--- src/rtl/core/nmeagga_pkg.sv ---
// ----------------------------------------------------------------------------
// nmeagga_pkg
// Shared types, character codes and field helpers for the GGA sentence parser.
// ----------------------------------------------------------------------------
package nmeagga_pkg;

   localparam int unsigned ACC_W   = 30;
   localparam int unsigned RSP_W   = 152;

   localparam logic [7:0] CHAR_DOLLAR = 8'h24;
   localparam logic [7:0] CHAR_STAR   = 8'h2A;
   localparam logic [7:0] CHAR_COMMA  = 8'h2C;
   localparam logic [7:0] CHAR_MINUS  = 8'h2D;
   localparam logic [7:0] CHAR_DOT    = 8'h2E;
   localparam logic [7:0] CHAR_ZERO   = 8'h30;
   localparam logic [7:0] CHAR_NINE   = 8'h39;
   localparam logic [7:0] CHAR_UP_A   = 8'h41;
   localparam logic [7:0] CHAR_UP_F   = 8'h46;
   localparam logic [7:0] CHAR_UP_G   = 8'h47;
   localparam logic [7:0] CHAR_UP_P   = 8'h50;
   localparam logic [7:0] CHAR_LO_A   = 8'h61;
   localparam logic [7:0] CHAR_LO_F   = 8'h66;

   localparam logic [2:0] HDR_LEN     = 3'd7;
   localparam logic [2:0] SCALE_MAX   = 3'd4;

   localparam logic [3:0] FIELD_MAX     = 4'd15;
   localparam logic [3:0] FIELD_LAT     = 4'd2;
   localparam logic [3:0] FIELD_LAT_HEM = 4'd3;
   localparam logic [3:0] FIELD_LON     = 4'd4;
   localparam logic [3:0] FIELD_LON_HEM = 4'd5;
   localparam logic [3:0] FIELD_FIX     = 4'd6;
   localparam logic [3:0] FIELD_SATS    = 4'd7;
   localparam logic [3:0] FIELD_HDOP    = 4'd8;
   localparam logic [3:0] FIELD_ALT     = 4'd9;

   localparam logic [29:0] CAP_LATLON = 30'd999999999;
   localparam logic [29:0] CAP_FIX    = 30'd15;
   localparam logic [29:0] CAP_SATS   = 30'd99;
   localparam logic [29:0] CAP_HDOP   = 30'd9999999;
   localparam logic [29:0] CAP_ALT    = 30'd99999999;

   typedef enum logic [1:0] {
      KIND_NONE,
      KIND_NUM,
      KIND_HEM
   } kind_type;

   typedef struct packed {
      kind_type    kind;
      logic [2:0]  scale;
      logic [29:0] cap;
   } finfo_type;

   typedef struct packed {
      logic [29:0]        lat;
      logic [29:0]        lon;
      logic [7:0]         lat_hem;
      logic [7:0]         lon_hem;
      logic [3:0]         fix;
      logic [6:0]         sats;
      logic [23:0]        hdop;
      logic signed [27:0] alt;
   } saved_type;

   typedef struct packed {
      logic [7:0]  xor_sum;
      logic [7:0]  rcv_sum;
      logic        in_cks;
      logic        hdr_ok;
      logic [3:0]  field;
      logic [29:0] acc;
      logic [2:0]  frac;
      logic        neg;
      saved_type   saved;
   } snap_type;

   function automatic finfo_type field_info(input logic [3:0] fnum);
      finfo_type fi;
      fi = '{kind: KIND_NONE, scale: 3'd0, cap: 30'd0};
      unique case (fnum)
         FIELD_LAT, FIELD_LON: fi = '{kind: KIND_NUM, scale: 3'd4, cap: CAP_LATLON};
         FIELD_LAT_HEM, FIELD_LON_HEM: fi.kind = KIND_HEM;
         FIELD_FIX:  fi = '{kind: KIND_NUM, scale: 3'd0, cap: CAP_FIX};
         FIELD_SATS: fi = '{kind: KIND_NUM, scale: 3'd0, cap: CAP_SATS};
         FIELD_HDOP: fi = '{kind: KIND_NUM, scale: 3'd2, cap: CAP_HDOP};
         FIELD_ALT:  fi = '{kind: KIND_NUM, scale: 3'd2, cap: CAP_ALT};
         default:    fi.kind = KIND_NONE;
      endcase
      return fi;
   endfunction

   function automatic logic [7:0] hdr_char(input logic [2:0] pos);
      logic [7:0] c;
      unique case (pos)
         3'd0:    c = CHAR_DOLLAR;
         3'd1:    c = CHAR_UP_G;
         3'd2:    c = CHAR_UP_P;
         3'd3:    c = CHAR_UP_G;
         3'd4:    c = CHAR_UP_G;
         3'd5:    c = CHAR_UP_A;
         3'd6:    c = CHAR_COMMA;
         default: c = 8'h00;
      endcase
      return c;
   endfunction

   function automatic logic [13:0] pow10(input logic [2:0] k);
      logic [13:0] p;
      unique case (k)
         3'd0:    p = 14'd1;
         3'd1:    p = 14'd10;
         3'd2:    p = 14'd100;
         3'd3:    p = 14'd1000;
         default: p = 14'd10000;
      endcase
      return p;
   endfunction

   // pad missing fraction digits with one multiply, saturating at the cap
   function automatic logic [29:0] sat_scale(input logic [29:0] acc, input logic [2:0] frac,
                                             input logic [2:0] scale, input logic [29:0] cap);
      logic [2:0]  k;
      logic [43:0] prod;
      k    = (frac < scale) ? (scale - frac) : 3'd0;
      prod = {14'd0, acc} * {30'd0, pow10(k)};
      return (prod > {14'd0, cap}) ? cap : prod[29:0];
   endfunction

   function automatic saved_type close_field(input saved_type s, input logic [3:0] fnum,
                                             input logic [29:0] acc, input logic [2:0] frac,
                                             input logic neg);
      finfo_type   fi;
      logic [29:0] v;
      logic [29:0] nv;
      saved_type   r;
      fi = field_info(fnum);
      r  = s;
      v  = sat_scale(acc, frac, fi.scale, fi.cap);
      nv = 30'd0 - v;
      case (fnum)
         FIELD_LAT:     r.lat     = neg ? 30'd0 : v;
         FIELD_LON:     r.lon     = neg ? 30'd0 : v;
         FIELD_LAT_HEM: r.lat_hem = acc[7:0];
         FIELD_LON_HEM: r.lon_hem = acc[7:0];
         FIELD_FIX:     r.fix     = neg ? 4'd0 : v[3:0];
         FIELD_SATS:    r.sats    = neg ? 7'd0 : v[6:0];
         FIELD_HDOP:    r.hdop    = neg ? 24'd0 : v[23:0];
         FIELD_ALT:     r.alt     = neg ? nv[27:0] : v[27:0];
         default:       r         = s;
      endcase
      return r;
   endfunction

endpackage

--- src/rtl/core/nmeagga_track.sv ---
// ----------------------------------------------------------------------------
// nmeagga_track
// Per-byte sentence state: header match, running xor, checksum digits and
// field values; hands a snapshot of the state on at the final byte.
// ----------------------------------------------------------------------------
module nmeagga_track (
   input  logic                clock,
   input  logic                reset,
   input  logic                item_valid,
   input  logic [7:0]          item_byte,
   input  logic                item_last,
   output logic                item_take,
   output logic                snap_valid,
   output nmeagga_pkg::snap_type snap,
   input  logic                snap_ready
);

   logic [3:0]  field_ff,  field_in;
   logic [7:0]  xor_ff,    xor_in;
   logic [2:0]  pos_ff,    pos_in;
   logic        hmatch_ff, hmatch_in;
   logic        in_cks_ff, in_cks_in;
   logic [7:0]  rcv_ff,    rcv_in;
   logic [29:0] acc_ff,    acc_in;
   logic [2:0]  fd_ff,     fd_in;
   logic        point_ff,  point_in;
   logic        neg_ff,    neg_in;
   nmeagga_pkg::saved_type saved_ff, saved_in;
   logic                   snap_valid_ff;
   nmeagga_pkg::snap_type  snap_ff, snap_in;

   nmeagga_pkg::finfo_type finfo;
   nmeagga_pkg::saved_type closed;
   logic        first;
   logic        is_digit;
   logic [3:0]  digit;
   logic [3:0]  nib;
   logic [33:0] step;
   logic [29:0] step_sat;

   assign item_take  = item_valid && (!item_last || !snap_valid_ff || snap_ready);
   assign snap_valid = snap_valid_ff;
   assign snap       = snap_ff;

   always_comb begin
      first    = (pos_ff == 3'd0);
      finfo    = nmeagga_pkg::field_info(field_ff);
      closed   = nmeagga_pkg::close_field(saved_ff, field_ff, acc_ff, fd_ff, neg_ff);
      is_digit = (item_byte >= nmeagga_pkg::CHAR_ZERO) && (item_byte <= nmeagga_pkg::CHAR_NINE);
      digit    = item_byte[3:0];
      step     = {1'b0, acc_ff, 3'b000} + {3'b000, acc_ff, 1'b0} + {30'd0, digit};
      step_sat = (step > {4'd0, finfo.cap}) ? finfo.cap : step[29:0];
      if (is_digit) begin
         nib = item_byte[3:0];
      end else if (((item_byte >= nmeagga_pkg::CHAR_UP_A) &&
                    (item_byte <= nmeagga_pkg::CHAR_UP_F)) ||
                   ((item_byte >= nmeagga_pkg::CHAR_LO_A) &&
                    (item_byte <= nmeagga_pkg::CHAR_LO_F))) begin
         nib = item_byte[3:0] + 4'd9;
      end else begin
         nib = 4'd0;
      end

      field_in  = field_ff;
      xor_in    = xor_ff;
      pos_in    = pos_ff;
      hmatch_in = hmatch_ff;
      in_cks_in = in_cks_ff;
      rcv_in    = rcv_ff;
      acc_in    = acc_ff;
      fd_in     = fd_ff;
      point_in  = point_ff;
      neg_in    = neg_ff;
      saved_in  = saved_ff;

      if (item_take) begin
         if (pos_ff < nmeagga_pkg::HDR_LEN) begin
            if (item_byte != nmeagga_pkg::hdr_char(pos_ff)) begin
               hmatch_in = 1'b0;
            end
            pos_in = pos_ff + 3'd1;
         end
         if (!first) begin
            if (in_cks_ff) begin
               rcv_in = {rcv_ff[3:0], nib};
            end else if (item_byte == nmeagga_pkg::CHAR_STAR) begin
               saved_in  = closed;
               acc_in    = 30'd0;
               fd_in     = 3'd0;
               point_in  = 1'b0;
               neg_in    = 1'b0;
               in_cks_in = 1'b1;
            end else begin
               xor_in = xor_ff ^ item_byte;
               if (item_byte == nmeagga_pkg::CHAR_COMMA) begin
                  saved_in = closed;
                  acc_in   = 30'd0;
                  fd_in    = 3'd0;
                  point_in = 1'b0;
                  neg_in   = 1'b0;
                  if (field_ff != nmeagga_pkg::FIELD_MAX) begin
                     field_in = field_ff + 4'd1;
                  end
               end else if (finfo.kind == nmeagga_pkg::KIND_HEM) begin
                  // bit 8 marks that the first character is held
                  if (!acc_ff[8]) begin
                     acc_in = {21'd0, 1'b1, item_byte};
                  end
               end else if (finfo.kind == nmeagga_pkg::KIND_NUM) begin
                  if (is_digit) begin
                     if (!point_ff) begin
                        acc_in = step_sat;
                     end else if (fd_ff < finfo.scale) begin
                        acc_in = step_sat;
                        fd_in  = fd_ff + 3'd1;
                     end
                  end else if (item_byte == nmeagga_pkg::CHAR_DOT) begin
                     point_in = 1'b1;
                  end else if ((item_byte == nmeagga_pkg::CHAR_MINUS) &&
                               (acc_ff == 30'd0) && !point_ff) begin
                     neg_in = 1'b1;
                  end
               end
            end
         end
      end

      snap_in.xor_sum = xor_in;
      snap_in.rcv_sum = rcv_in;
      snap_in.in_cks  = in_cks_in;
      snap_in.hdr_ok  = hmatch_in && (pos_in == nmeagga_pkg::HDR_LEN);
      snap_in.field   = field_in;
      snap_in.acc     = acc_in;
      snap_in.frac    = fd_in;
      snap_in.neg     = neg_in;
      snap_in.saved   = saved_in;
   end

   always_ff @(posedge clock) begin
      if (reset || (item_take && item_last)) begin
         field_ff  <= 4'd0;
         xor_ff    <= 8'd0;
         pos_ff    <= 3'd0;
         hmatch_ff <= 1'b1;
         in_cks_ff <= 1'b0;
         rcv_ff    <= 8'd0;
         acc_ff    <= 30'd0;
         fd_ff     <= 3'd0;
         point_ff  <= 1'b0;
         neg_ff    <= 1'b0;
         saved_ff  <= '0;
      end else begin
         field_ff  <= field_in;
         xor_ff    <= xor_in;
         pos_ff    <= pos_in;
         hmatch_ff <= hmatch_in;
         in_cks_ff <= in_cks_in;
         rcv_ff    <= rcv_in;
         acc_ff    <= acc_in;
         fd_ff     <= fd_in;
         point_ff  <= point_in;
         neg_ff    <= neg_in;
         saved_ff  <= saved_in;
      end
   end

   always_ff @(posedge clock) begin
      if (reset) begin
         snap_valid_ff <= 1'b0;
      end else if (item_take && item_last) begin
         snap_valid_ff <= 1'b1;
      end else if (snap_ready) begin
         snap_valid_ff <= 1'b0;
      end
   end

   always_ff @(posedge clock) begin
      if (item_take && item_last) begin
         snap_ff <= snap_in;
      end
   end

`ifndef SYNTHESIS
   a_clear_after_last: assert property (@(posedge clock) disable iff (reset)
      item_take && item_last |=> (pos_ff == 3'd0) && (xor_ff == 8'd0) &&
                                 !in_cks_ff && (field_ff == 4'd0))
      else $error("sentence state not cleared after final byte");

   a_cks_not_first: assert property (@(posedge clock) disable iff (reset)
      in_cks_ff |-> (pos_ff != 3'd0))
      else $error("checksum mode entered on the first byte");

   a_frac_bound: assert property (@(posedge clock) disable iff (reset)
      fd_ff <= nmeagga_pkg::SCALE_MAX)
      else $error("fraction digit count beyond largest scale");

   a_last_waits: assert property (@(posedge clock) disable iff (reset)
      snap_valid_ff && !snap_ready && item_valid && item_last |-> !item_take)
      else $error("final byte taken while snapshot is still held");
`endif

endmodule

--- src/rtl/core/nmeagga_finish.sv ---
// ----------------------------------------------------------------------------
// nmeagga_finish
// Closes the open field of a finished sentence, checks the checksum and
// packs the result into the registered output stage.
// ----------------------------------------------------------------------------
module nmeagga_finish (
   input  logic                                clock,
   input  logic                                reset,
   input  logic                                snap_valid,
   input  nmeagga_pkg::snap_type               snap,
   output logic                                snap_ready,
   output logic                                rsp_valid,
   input  logic                                rsp_ready,
   output logic [nmeagga_pkg::RSP_W-1:0]       rsp_data
);

   logic                            rsp_valid_ff;
   logic [nmeagga_pkg::RSP_W-1:0]   rsp_data_ff, rsp_data_in;
   nmeagga_pkg::saved_type          fin;
   logic                            cks_ok;

   assign snap_ready = !rsp_valid_ff || rsp_ready;
   assign rsp_valid  = rsp_valid_ff;
   assign rsp_data   = rsp_data_ff;

   always_comb begin
      // without a checksum the last field is still open
      fin = snap.in_cks ? snap.saved :
            nmeagga_pkg::close_field(snap.saved, snap.field, snap.acc, snap.frac, snap.neg);
      cks_ok      = snap.in_cks && (snap.xor_sum == snap.rcv_sum);
      rsp_data_in = {3'b000, fin.alt, fin.hdop, fin.lon_hem, fin.lon, fin.lat_hem, fin.lat,
                     fin.sats, fin.fix, snap.xor_sum, snap.hdr_ok, cks_ok};
   end

   always_ff @(posedge clock) begin
      if (reset) begin
         rsp_valid_ff <= 1'b0;
      end else if (snap_ready) begin
         rsp_valid_ff <= snap_valid;
      end
   end

   always_ff @(posedge clock) begin
      if (snap_valid && snap_ready) begin
         rsp_data_ff <= rsp_data_in;
      end
   end

endmodule

--- src/rtl/core/nmea_gga_sentence_parser_unit.sv ---
// ----------------------------------------------------------------------------
// nmea_gga_sentence_parser_unit
// GGA sentence parser: one character per transaction in, one decoded result
// per sentence out.
// ----------------------------------------------------------------------------
// req channel: one character per transaction, req_tlast on the final one
// (the second checksum digit). rsp channel: one transaction per sentence,
// carrying checksum and header status, the computed xor and the fixed-point
// position, fix, satellite, dilution and altitude values.
// throughput: one character per cycle while req_tready is high, since each
// character only updates a small set of registers.
// a result passes the input register, the snapshot register and, after the
// closing logic, the output register before rsp_tvalid rises.
// characters that do not end a sentence produce no result.
// reset clears all sentence state and the input, snapshot and output valids.
// when the receiver stalls, the held result waits in the output register; a
// second finished sentence waits in the snapshot stage, and req_tready drops
// only once a further final character arrives with both stages full.
// ----------------------------------------------------------------------------
module nmea_gga_sentence_parser_unit (
   input  logic          clock,
   input  logic          reset,
   input  logic          req_tvalid,
   output logic          req_tready,
   input  logic [7:0]    req_tdata,  // byte_in
   input  logic          req_tlast,  // end_of_sentence
   output logic          rsp_tvalid,
   input  logic          rsp_tready,
   // checksum_ok, header_ok, computed_checksum, fix_grade, satellite_count,
   // latitude_e4, latitude_hemisphere, longitude_e4, longitude_hemisphere,
   // dilution_e2, altitude_e2, zero fill
   output logic [151:0]  rsp_tdata
);

   logic                  in_valid_ff;
   logic [7:0]            in_byte_ff;
   logic                  in_last_ff;
   logic                  item_take;
   logic                  snap_valid;
   logic                  snap_ready;
   nmeagga_pkg::snap_type snap;

   assign req_tready = !in_valid_ff || item_take;

   always_ff @(posedge clock) begin
      if (reset) begin
         in_valid_ff <= 1'b0;
      end else if (req_tready) begin
         in_valid_ff <= req_tvalid;
      end
   end

   always_ff @(posedge clock) begin
      if (req_tvalid && req_tready) begin
         in_byte_ff <= req_tdata;
         in_last_ff <= req_tlast;
      end
   end

   nmeagga_track u_track (
      .clock      (clock),
      .reset      (reset),
      .item_valid (in_valid_ff),
      .item_byte  (in_byte_ff),
      .item_last  (in_last_ff),
      .item_take  (item_take),
      .snap_valid (snap_valid),
      .snap       (snap),
      .snap_ready (snap_ready)
   );

   nmeagga_finish u_finish (
      .clock      (clock),
      .reset      (reset),
      .snap_valid (snap_valid),
      .snap       (snap),
      .snap_ready (snap_ready),
      .rsp_valid  (rsp_tvalid),
      .rsp_ready  (rsp_tready),
      .rsp_data   (rsp_tdata)
   );

endmodule
--- config.mk ---
export PLATFORM = sky130hd
export DESIGN_NAME = nmea_gga_sentence_parser_unit
export DESIGN_NICKNAME = d
export VERILOG_FILES = /design/src/rtl/core/nmeagga_pkg.sv /design/src/rtl/core/nmeagga_track.sv /design/src/rtl/core/nmeagga_finish.sv /design/src/rtl/core/nmea_gga_sentence_parser_unit.sv
export SDC_FILE = /design/constraint.sdc
export NUM_CORES = 2
export LEC_CHECK = 0
export BUFFER_PORTS_ARGS = -buffer_cell sky130_fd_sc_hd__buf_2
export CAP_MARGIN = 0
export CORE_AREA = 3 3 375 377
export DETAILED_ROUTE_END_ITERATION = 12
export DIE_AREA = 0 0 378 380
export GPL_TIMING_DRIVEN = 1
export PLACE_DENSITY = 0.52
export RECOVER_POWER = 100
export SLEW_MARGIN = 20
export SYNTH_ARGS = -nofsm -noshare
export SYNTH_HDL_FRONTEND = slang
export SYNTH_SLANG_ARGS = --single-unit
--- constraint.sdc ---
create_clock -name clock -period 30.4 [get_ports clock]
set_clock_uncertainty 0.2 [all_clocks]
set_input_delay 3.04 -clock clock [delete_from_list [all_inputs] [get_ports clock]]
set_output_delay 3.04 -clock clock [all_outputs]
set_load 0.005 [all_outputs]
==> out/summary.txt <==
status - finished with violations
violated checks - capacitance limit, slew limit
P&R area growth vs syn - 8.38%
CTS Sinks - 555
Tcrit/Tclk final - 66.0%
GRT Overall Usage - 22.7%
Reg2Reg Capture Point - u_track.snap[27]$_DFFE_PP_
VDD IR-drop max - 0.0406 mV
share of power burned in registers - 42.5%
Least-Margin Pin Slew - 8.53 ns
worst r2r src - u_track.field_ff[0]$_SDFF_PP0_
Synth cell types - 113
Synth area leader - fa_1
CP max-delay cell - clkbuf_1
CTS buffer count - 58
Mapped Area - 52000 um^2
CP arrival - 20.24 ns
CTS tree - done
number of fillers in the final layout - 13700
Max Freq - 49.8 MHz
die height - 380 um
clk root buf - clkbuf_16
RSZ-0062 raised after global routing - false
initial antenna violation count - 8
Post-synth EDFFs - 353
Avg WL per Cell - 22.2 um
Vias/cell - 5.40
kind of critical path - reg -> reg
top_reg_cell synth - edfxtp_1
Port-buffer cells - 163
switching power - 581 uW
max cap viols - 12
Slew headroom - -469%
Worst R2R Path Depth - 50
#FFs+latches synth - 555
largest net degree at the start of global routing - 143
Remaining DRCs - 0
final net count - 6485
GP Congestion - 0.916
Worst Setup SP - u_track.field_ff[0]$_SDFF_PP0_
post-CTS setup buffers - 0
Post-CTS Hold Buffers - 0
Worst-path clk slew - 0.06 ns
min cycle time layout - 20.07 ns
Power Density - 34.4 nW/um^2
Min Hold Slack - 0.220 ns
global-route wire length before repair - 251000 um
WL final - 163000 um
Core Box Area - 137000 um^2
sw frac - 30.0%
share of the synthesized area in the top cell type - 21.4%
Worst Setup EP - u_track.snap[27]$_DFFE_PP_
WP data required - 30.57 ns
Die ar. - 144000 um^2
fraction of final layout cells sized beyond drive strength 1 - 5.99%
DIE WIDTH - 378 um
r2r setup slk - 10.33 ns
Final Hold Vio Count - 0
cts repair resizes - 0
cell row count - 136
Internal Power - 1.36 mW
Crit Path Max Fanout - 65
Antenna Nets Post-Route - 0
Yosys warnings - 0
final instance area - 56400 um^2
Setup TNS - 0 ns
CTS H-tree depth - 2
FF/Latch Area - 14600 um^2
Syn Inst Count - 5443
CP endpoint kind - flop
sequential share of the synthesized area - 28.1%
Mean Syn Cell Area - 9.56 um^2
most used cell, CP - inv_1
Initial Util - 37.8%
vias post-DR - 39600
I/O Pins - 167
final setup fails - 0
DRT iter0 DRCs - 3207
GRT Residual Overflow - 0
placed cell areas - 54700 um^2
Worst-Skew Late Latency - 0.69 ns
detailed placement HPWL - 129000 um
asr flop ratio synth - 0%
Total Power - 1.94 mW
Gate power share - 19.4%
Hold Crit Class - reg -> reg
number of global-route vias before repair - 40400
top post-synthesis cells by area - fa_1, edfxtp_1, ha_1
CTS Buffer Depth - 3
Initial DRT Pass Iterations - 6
max incr delay on CP - 2.03 ns
clock power share - 38.1%
CP Launch Type - flop
Lkg Pwr - 25.9 nW
area of the multi-input gates - 33600 um^2
Final Max Slew Viols - 704
==> layer usage <==
metal	track usage, %	up-vias	wire length, um
met2	37.2	1052	75700
met5	0	-	0
met4	5.24	0	3970
met1	31.9	19900	74200
met3	2.59	180	8720
li1	-	18500	-
==> critical path, delay by kind of cell (launching register included) <==
family	cells	cell delay, ns
AND/OR/NAND/NOR	12	2.67
adder cells (fa/ha/maj)	10	4.12
buffers and inverters	12	7.87
AO/OA/AOI/OAI	13	3.59
XOR/XNOR	1	0.17
multiplexers	2	0.65
flip-flops	1	0.38
==> synth_stat cells (15+ instances only) <==
master and instances:
inv_1 715, nand2_1 591, fa_1 556, ha_1 426, edfxtp_1 353, and2_1 324
nor2_1 277, a21oi_1 249, o21ai_0 230, clkbuf_1 214, dfxtp_1 202, nand3_1 115
o31ai_1 109, a21o_1 96, xnor2_1 92, nor3_1 68, mux2_2 55, mux2i_1 49
nand4_1 48, a31oi_1 44, and3_1 43, xor2_1 38, nor2b_1 37, nand2b_1 36
or2_2 35, a211oi_1 31, nor4_1 30, o21a_1 26, or3_1 23, o21ai_1 18
buf_2 16, o211ai_1 16, o21bai_1 15
==> cells by family (layout without fill, tap and decap cells) <==
kind of cell	count (synthesis)	count (layout)	synth area share (%)
compound gates	987	987	12.3
xor+xnor	131	131	2.22
fa+ha+maj	982	982	31.6
buf+inv	973	1068	7.20
flops	555	555	28.1
mux	106	106	2.19
other cells	1	5	0.00721
simple gates	1708	1708	16.3
==> worst min-delay path by stage <==
stage / start / endpoint / slack (ns) / cells after the start
CTS: u_track.snap[177]$_DFFE_PP_ / u_finish.rsp_data[1]$_DFFE_PP_ / 0.22 / 0
finish: u_track.snap[177]$_DFFE_PP_ / u_finish.rsp_data[1]$_DFFE_PP_ / 0.22 / 0
global placement: u_track.snap[177]$_DFFE_PP_ / u_finish.rsp_data[1]$_DFFE_PP_ / 0.20 / 0
detailed placement: u_track.snap[177]$_DFFE_PP_ / u_finish.rsp_data[1]$_DFFE_PP_ / 0.21 / 0
global route: u_track.snap[177]$_DFFE_PP_ / u_finish.rsp_data[1]$_DFFE_PP_ / 0.23 / 0
floorplan: u_track.snap[177]$_DFFE_PP_ / u_finish.rsp_data[1]$_DFFE_PP_ / 0.20 / 0
==> stage by stage <==
stage          util (%)  instances  setup WS (ns)
6_report           41.0       7336          10.33
5_1_grt            41.0       7334           8.84
4_1_cts            41.2       7332          15.93
3_5_place_dp       39.8       7222          15.95
3_3_place_gp       39.8       7222          16.36
2_1_floorplan         -       5445          17.55
==> registers in the layout (all words and copies together) (netlist names), 4 cells and up <==
signal / cells
u_track.rcv_ff: 8
u_track.xor_ff: 8
u_track.saved_ff: 139
u_track.acc_ff: 30
u_track.field_ff: 4
in_byte_ff: 8
u_track.snap: 195
u_finish.rsp_data: 149
==> layout make-up <==
type | instances | share of cell area [%]
diodes | 2 | 0.00887
clock buffers | 83 | 2.90
clock inverters | 27 | 0.610
inverters | 718 | 4.78
multi-input cells | 3917 | 59.6
flip-flops and latches | 555 | 26.0
well taps | 1794 | 3.98
repair buffers | 240 | 2.11
==> power groups by stage <==
stage | Clock [mW] | Combinational [mW] | Sequential [mW]
after floorplan | 0 | 0.267 | 0.834
after global placement | 0 | 0.377 | 0.838
after detailed placement | 0 | 0.376 | 0.838
after CTS | 0.753 | 0.380 | 0.822
after global routing | 0.780 | 0.415 | 0.825
final | 0.738 | 0.376 | 0.824
==> layout by cell type, fill, tap and decap left out, types with 10 or more instances in the layout <==
| cell | n |
|---|---|
| mux2_1 | 14 |
| edfxtp_1 | 353 |
| or3_1 | 22 |
| and2_1 | 205 |
| o21ai_0 | 239 |
| nor2b_1 | 33 |
| o21a_1 | 26 |
| o31ai_1 | 109 |
| nand2b_1 | 35 |
| fa_1 | 556 |
| clkbuf_16 | 59 |
| nand4_1 | 49 |
| or2_2 | 28 |
| and4_1 | 12 |
| or2_0 | 15 |
| and3_1 | 40 |
| nor3_1 | 67 |
| a21oi_1 | 250 |
| o21ai_1 | 10 |
| dfxtp_1 | 201 |
| nand2_1 | 589 |
| inv_1 | 715 |
| nor4_1 | 30 |
| clkbuf_1 | 133 |
| nor2_1 | 274 |
| o21bai_1 | 15 |
| nand3_1 | 116 |
| a211oi_1 | 31 |
| a21o_1 | 96 |
| a22oi_1 | 14 |
| mux2i_1 | 50 |
| a31oi_1 | 44 |
| and2_0 | 125 |
| buf_4 | 50 |
| ha_1 | 426 |
| xor2_1 | 38 |
| xnor2_1 | 92 |
| mux2_2 | 41 |
| o211ai_1 | 16 |
| buf_2 | 69 |
Note: power is estimated with default switching activity, not from simulation.
